===== src/rtl/nru_pkg.sv =====
// ----------------------------------------------------------------------------
// NRU block cache table package
// Shared widths, controller types and selection helpers for the NRU table.
// ----------------------------------------------------------------------------
`default_nettype none

package nru_pkg;

	// Table geometry.
	localparam int TABLE_ENTRIES = 64;
	localparam int IDX_W         = $clog2(TABLE_ENTRIES);
	localparam int CNT_W         = $clog2(TABLE_ENTRIES + 1);

	// Field widths.
	localparam int FILE_W  = 8;
	localparam int BLOCK_W = 32;
	localparam int SLOT_W  = 6;
	localparam int CFG_W   = 7;
	localparam int TAG_W   = FILE_W + BLOCK_W;
	localparam int CMP_W   = (CNT_W > CFG_W) ? CNT_W : CFG_W;

	// Stream packing.
	localparam int S_TDATA_W = ((TAG_W + 7) / 8) * 8;
	localparam int RES_W     = 1 + SLOT_W + 1 + 1 + FILE_W + BLOCK_W;
	localparam int M_TDATA_W = ((RES_W + 7) / 8) * 8;

	// Reset value of the active entry limit.
	localparam logic [CFG_W-1:0] CFG_RESET = CFG_W'(64);

	// NRU class codes: accessed bit above dirty bit.
	localparam logic [1:0] CLS_CLEAN      = 2'd0;
	localparam logic [1:0] CLS_DIRTY      = 2'd1;
	localparam logic [1:0] CLS_ACC_CLEAN  = 2'd2;
	localparam logic [1:0] CLS_ACC_DIRTY  = 2'd3;

	typedef enum logic [1:0] {
		ST_IDLE,
		ST_LOOK,
		ST_SEL,
		ST_UPD
	} state_t;

	typedef struct packed {
		logic capture;
		logic look;
		logic select;
		logic commit;
	} ctrl_cmd_t;

	// Lowest set bit of a table-wide vector; zero when none is set.
	function automatic logic [IDX_W-1:0] first_set(input logic [TABLE_ENTRIES-1:0] v);
		logic [IDX_W-1:0] r;
		r = '0;
		for (int i = TABLE_ENTRIES - 1; i >= 0; i--) begin
			if (v[i]) begin
				r = IDX_W'(i);
			end
		end
		return r;
	endfunction

endpackage

`default_nettype wire


===== src/rtl/nru_ctrl.sv =====
// ----------------------------------------------------------------------------
// NRU table controller
// Sequences lookup, victim selection and table update for one item.
// ----------------------------------------------------------------------------
`default_nettype none

module nru_ctrl (
	input  wire logic               clk,
	input  wire logic               arst_n,
	input  wire logic               s_tvalid,
	output logic                    s_tready,
	output logic                    m_tvalid,
	input  wire logic               m_tready,
	output nru_pkg::ctrl_cmd_t      cmd,
	output nru_pkg::state_t         state
);
	import nru_pkg::*;

	state_t state_q;
	state_t state_d;
	logic   out_valid_q;
	logic   out_free;

	assign out_free = !out_valid_q || m_tready;

	always_comb begin
		state_d = state_q;
		unique case (state_q)
			ST_IDLE: begin
				if (s_tvalid) begin
					state_d = ST_LOOK;
				end
			end
			ST_LOOK: state_d = ST_SEL;
			ST_SEL:  state_d = ST_UPD;
			ST_UPD: begin
				if (out_free) begin
					state_d = ST_IDLE;
				end
			end
			default: state_d = ST_IDLE;
		endcase
	end

	always_comb begin
		cmd      = '0;
		s_tready = 1'b0;
		unique case (state_q)
			ST_IDLE: begin
				s_tready    = 1'b1;
				cmd.capture = s_tvalid;
			end
			ST_LOOK: cmd.look   = 1'b1;
			ST_SEL:  cmd.select = 1'b1;
			ST_UPD:  cmd.commit = out_free;
			default: cmd = '0;
		endcase
	end

	always_ff @(posedge clk or negedge arst_n) begin
		if (!arst_n) begin
			state_q     <= ST_IDLE;
			out_valid_q <= 1'b0;
		end else begin
			state_q <= state_d;
			if (cmd.commit) begin
				out_valid_q <= 1'b1;
			end else if (m_tready) begin
				out_valid_q <= 1'b0;
			end
		end
	end

	assign m_tvalid = out_valid_q;
	assign state    = state_q;

endmodule

`default_nettype wire


===== config.mk =====
export PLATFORM = sky130hd
export DESIGN_NAME = nru_ctrl
export DESIGN_NICKNAME = d
export VERILOG_FILES = /design/src/rtl/nru_pkg.sv /design/src/rtl/nru_ctrl.sv
export SDC_FILE = /design/constraint.sdc
export NUM_CORES = 1
export LEC_CHECK = 0
export BUFFER_PORTS_ARGS = -buffer_cell sky130_fd_sc_hd__buf_2
export CAP_MARGIN = 20
export CORE_AREA = 8 8 45 47
export DETAILED_ROUTE_END_ITERATION = 7
export DIE_AREA = 0 0 53 55
export PLACE_DENSITY = 0.39
export SLEW_MARGIN = 25
export SYNTH_ARGS = -nofsm -noshare
export SYNTH_HDL_FRONTEND = slang
export SYNTH_SLANG_ARGS = --single-unit

===== constraint.sdc =====
create_clock -name clk -period 1.5 [get_ports clk]
set_clock_uncertainty 0.15 [all_clocks]
set_input_delay 0.15 -clock clk [delete_from_list [all_inputs] [get_ports clk]]
set_output_delay 0.15 -clock clk [all_outputs]
set_load 0.01 [all_outputs]

==> flow_summary.json <==
{
  "tns_ns": -0.0413,
  "place.port_buffers": 11,
  "postPlaceCellArea_um2": 300,
  "grt_max_degree": 5,
  "cts_inserted_buffers": 3,
  "initialDrtViolationCount": 0,
  "fin_nets": 45,
  "endpoint_kind": "register",
  "power.density_cell_area_nw_per_um2": 2240,
  "synth_top_cells_by_count": "ha_1, dfrtp_1, inv_1",
  "synth-edff-count": 0,
  "worstPathMaxFanout": 4,
  "h-tree-depth": 1,
  "post-route-min-period_ns": 1.54,
  "synthesis.area_um2": 205,
  "final_max_slew_viol_count": 0,
  "fill_cells": 157,
  "synth.largest_area_cell": "dfrtp_1",
  "grt_pass1_wl_um": 945,
  "critPathKind": "reg2reg",
  "syn_area_per_cell_um2": 11.4,
  "static-leakage-power_nw": 0.193,
  "route.antenna.remaining_nets": 0,
  "synth.most_common_cell": "ha_1",
  "setup_violations_final": 1,
  "achievable-frequency_mhz": 649,
  "antenna_found_initial": 0,
  "floorplan.io_pins": 12,
  "route.detailed.wl_per_inst_um": 10.9,
  "firstDrtPassIters": 1,
  "finalWeightedCongestion": 0.782,
  "failed_checks": "setup timing",
  "final.setup.worst_slack_ns": -0.0413,
  "ir_worst_vdd_uv": 822,
  "cts_root_buf": "clkbuf_4",
  "syn_inst": 18,
  "max-slew-margin-rel_pct": 91.0,
  "row_count": 14,
  "ys.warnings.count": 0,
  "tightestPinTransition_ns": 0.135,
  "cts_buffer_depth": 2,
  "critical_path.startpoint_type": "register",
  "die-height_um": 55,
  "worst_setup_hold_path_clk_slew_ns": 0.04,
  "vias_per_inst": 3.71,
  "cts.repair_timing.setup_buffer_count": 0,
  "final-hold-violation-count": 0,
  "synth.yosys.seq_area_share_pct": 36.6,
  "core_um2": 1380,
  "grt.overflow.total": 0,
  "initial_util_pct": 14.8,
  "vias": 193,
  "drc_errors": 0,
  "first_global_vias": 219,
  "drive_above_1_share_pct": 61.1,
  "postSynth.topFlopCell": "dfrtp_1",
  "clk_latency_ns": 0.23,
  "maxCapViolations": 0,
  "layout-area-overhead-vs-synth_pct": 73.2,
  "clkSinkCount": 3,
  "post-layout-total-power_uw": 795,
  "grt_util_all_layers_pct": 4.82,
  "die_outline_area_um2": 2920,
  "yosys.area.top_type_share_pct": 36.6,
  "post-route-cell-area_um2": 355,
  "cts_tree": "done",
  "diodes": 0,
  "fp.dieW_um": 53,
  "fin_crit_share_pct": 103,
  "synth_fp_nets": 26,
  "data_arrival_time_of_the_critical_path_ns": 1.50,
  "place_hpwl_um": 474,
  "synth_cell_types": 9,
  "worst-endpoint-required_ns": 1.46,
  "detail_route.wirelength_um": 567,
  "grt_setup_unrepaired": "yes",
  "ys_async_sr_fraction_pct": 100,
  "synth-seq-cells": 3,
  "synth.area.top_cells": "dfrtp_1, ha_1, mux2_4, and2_1, nand2b_1",
  "outcome": "finished with violations",
  "worstHoldPathType": "in2reg"
}
-- placed cells by master (no fill, tap or decap) --
cell / synthesis / routed
clkbuf_4: 0 / 3
dfrtp_1: 3 / 3
mux2_4: 1 / 1
a21oi_4: 0 / 1
o32a_2: 1 / 1
dlygate4sd3_1: 0 / 1
and2_1: 2 / 2
nand2b_1: 2 / 2
inv_1: 3 / 3
ha_1: 4 / 2
clkbuf_1: 0 / 1
ha_2: 0 / 1
buf_2: 0 / 11
ha_4: 0 / 1
buf_4: 0 / 2
and3b_2: 0 / 1
-- area by class of cell --
type	instances	area [um^2]	area share [%]
clock buffer	4	26.3	7.39
inverter	3	11.3	3.17
multi-input combinational	12	143	40.1
sequential	3	75.1	21.1
tap	16	20.0	5.63
timing repair buffer	14	80.1	22.5
-- metal layers --
metal  global-route usage (%)  share of wire [%]  vias up
li1                         -                  -       94
met1                     4.73                 44       87
met2                     5.86                 37       12
met4                     5.17                  0        0
met5                        0                  0        -
met3                     4.01                 18        0
-- critical path: stages, from the launching register on --
cell and delay [ns]:
dfrtp_1 0.40, ha_2 0.20, and3b_2 0.22, a21oi_4 0.14, mux2_4 0.31
-- final timing paths --
| kind | from | slack, ns | end | depth (start not counted) |
|---|---|---|---|---|
| max in group asynchronous | arst_n | 1.00 | state[0] | 2 |
| setup / recovery | state[1] | -0.04 | state[1] | 4 |
| hold reg to reg | m_tvalid | 0.39 | m_tvalid | 2 |
| min in group asynchronous | arst_n | 0.10 | state[1] | 2 |
| setup reg to reg | state[1] | -0.04 | state[1] | 4 |
| hold / removal | m_tready | 0.08 | m_tvalid | 3 |
-- metrics by stage --
step | hold slack, ns | utilization, % | setup WS [ns] | cells
global route | 0.0939 | 25.7 | -0.0826 | 52
floorplan | -0.296 | - | -0.0117 | 18
global placement | -0.203 | 21.7 | -0.0132 | 47
finish | 0.0753 | 25.7 | -0.0413 | 52
CTS | 0.0823 | 25.0 | -0.0416 | 52
detailed placement | -0.204 | 21.7 | -0.0371 | 47
-- logic make-up (layout without fill, tap and decap cells) --
| group | count (synthesis) | in the layout | synth area share [%] |
|---|---|---|---|
| DFF | 3 | 3 | 36.6 |
| muxes | 1 | 1 | 7.31 |
| buffers and inverters | 3 | 21 | 5.49 |
| adders and majority gates | 4 | 4 | 24.4 |
| AOI/OAI and AO/OA | 2 | 2 | 9.76 |
| and+or+nand+nor | 5 | 5 | 16.5 |
-- where the power goes --
group	internal, mW	total (mW)	switching, mW	leakage (nW)
Sequential	0.126	0.164	0.0384	0.0359
Clock	0.0996	0.140	0.0404	0.0150
Combinational	0.262	0.491	0.228	0.142
Total	0.488	0.795	0.307	0.193
-- what timing repair did --
action                                  in CTS  in global routing
endpoints found under the hold margin        3                  0
endpoints found under the setup margin       2                  2
cloned                                       0                  0
hold buffers                                 1                  0
resized for setup                            1                  2
-- sequential cells by signal, indices dropped and copies added (netlist names) --
signal	count
m_tvalid	1
state	2
(Power assumes the default switching activity.)
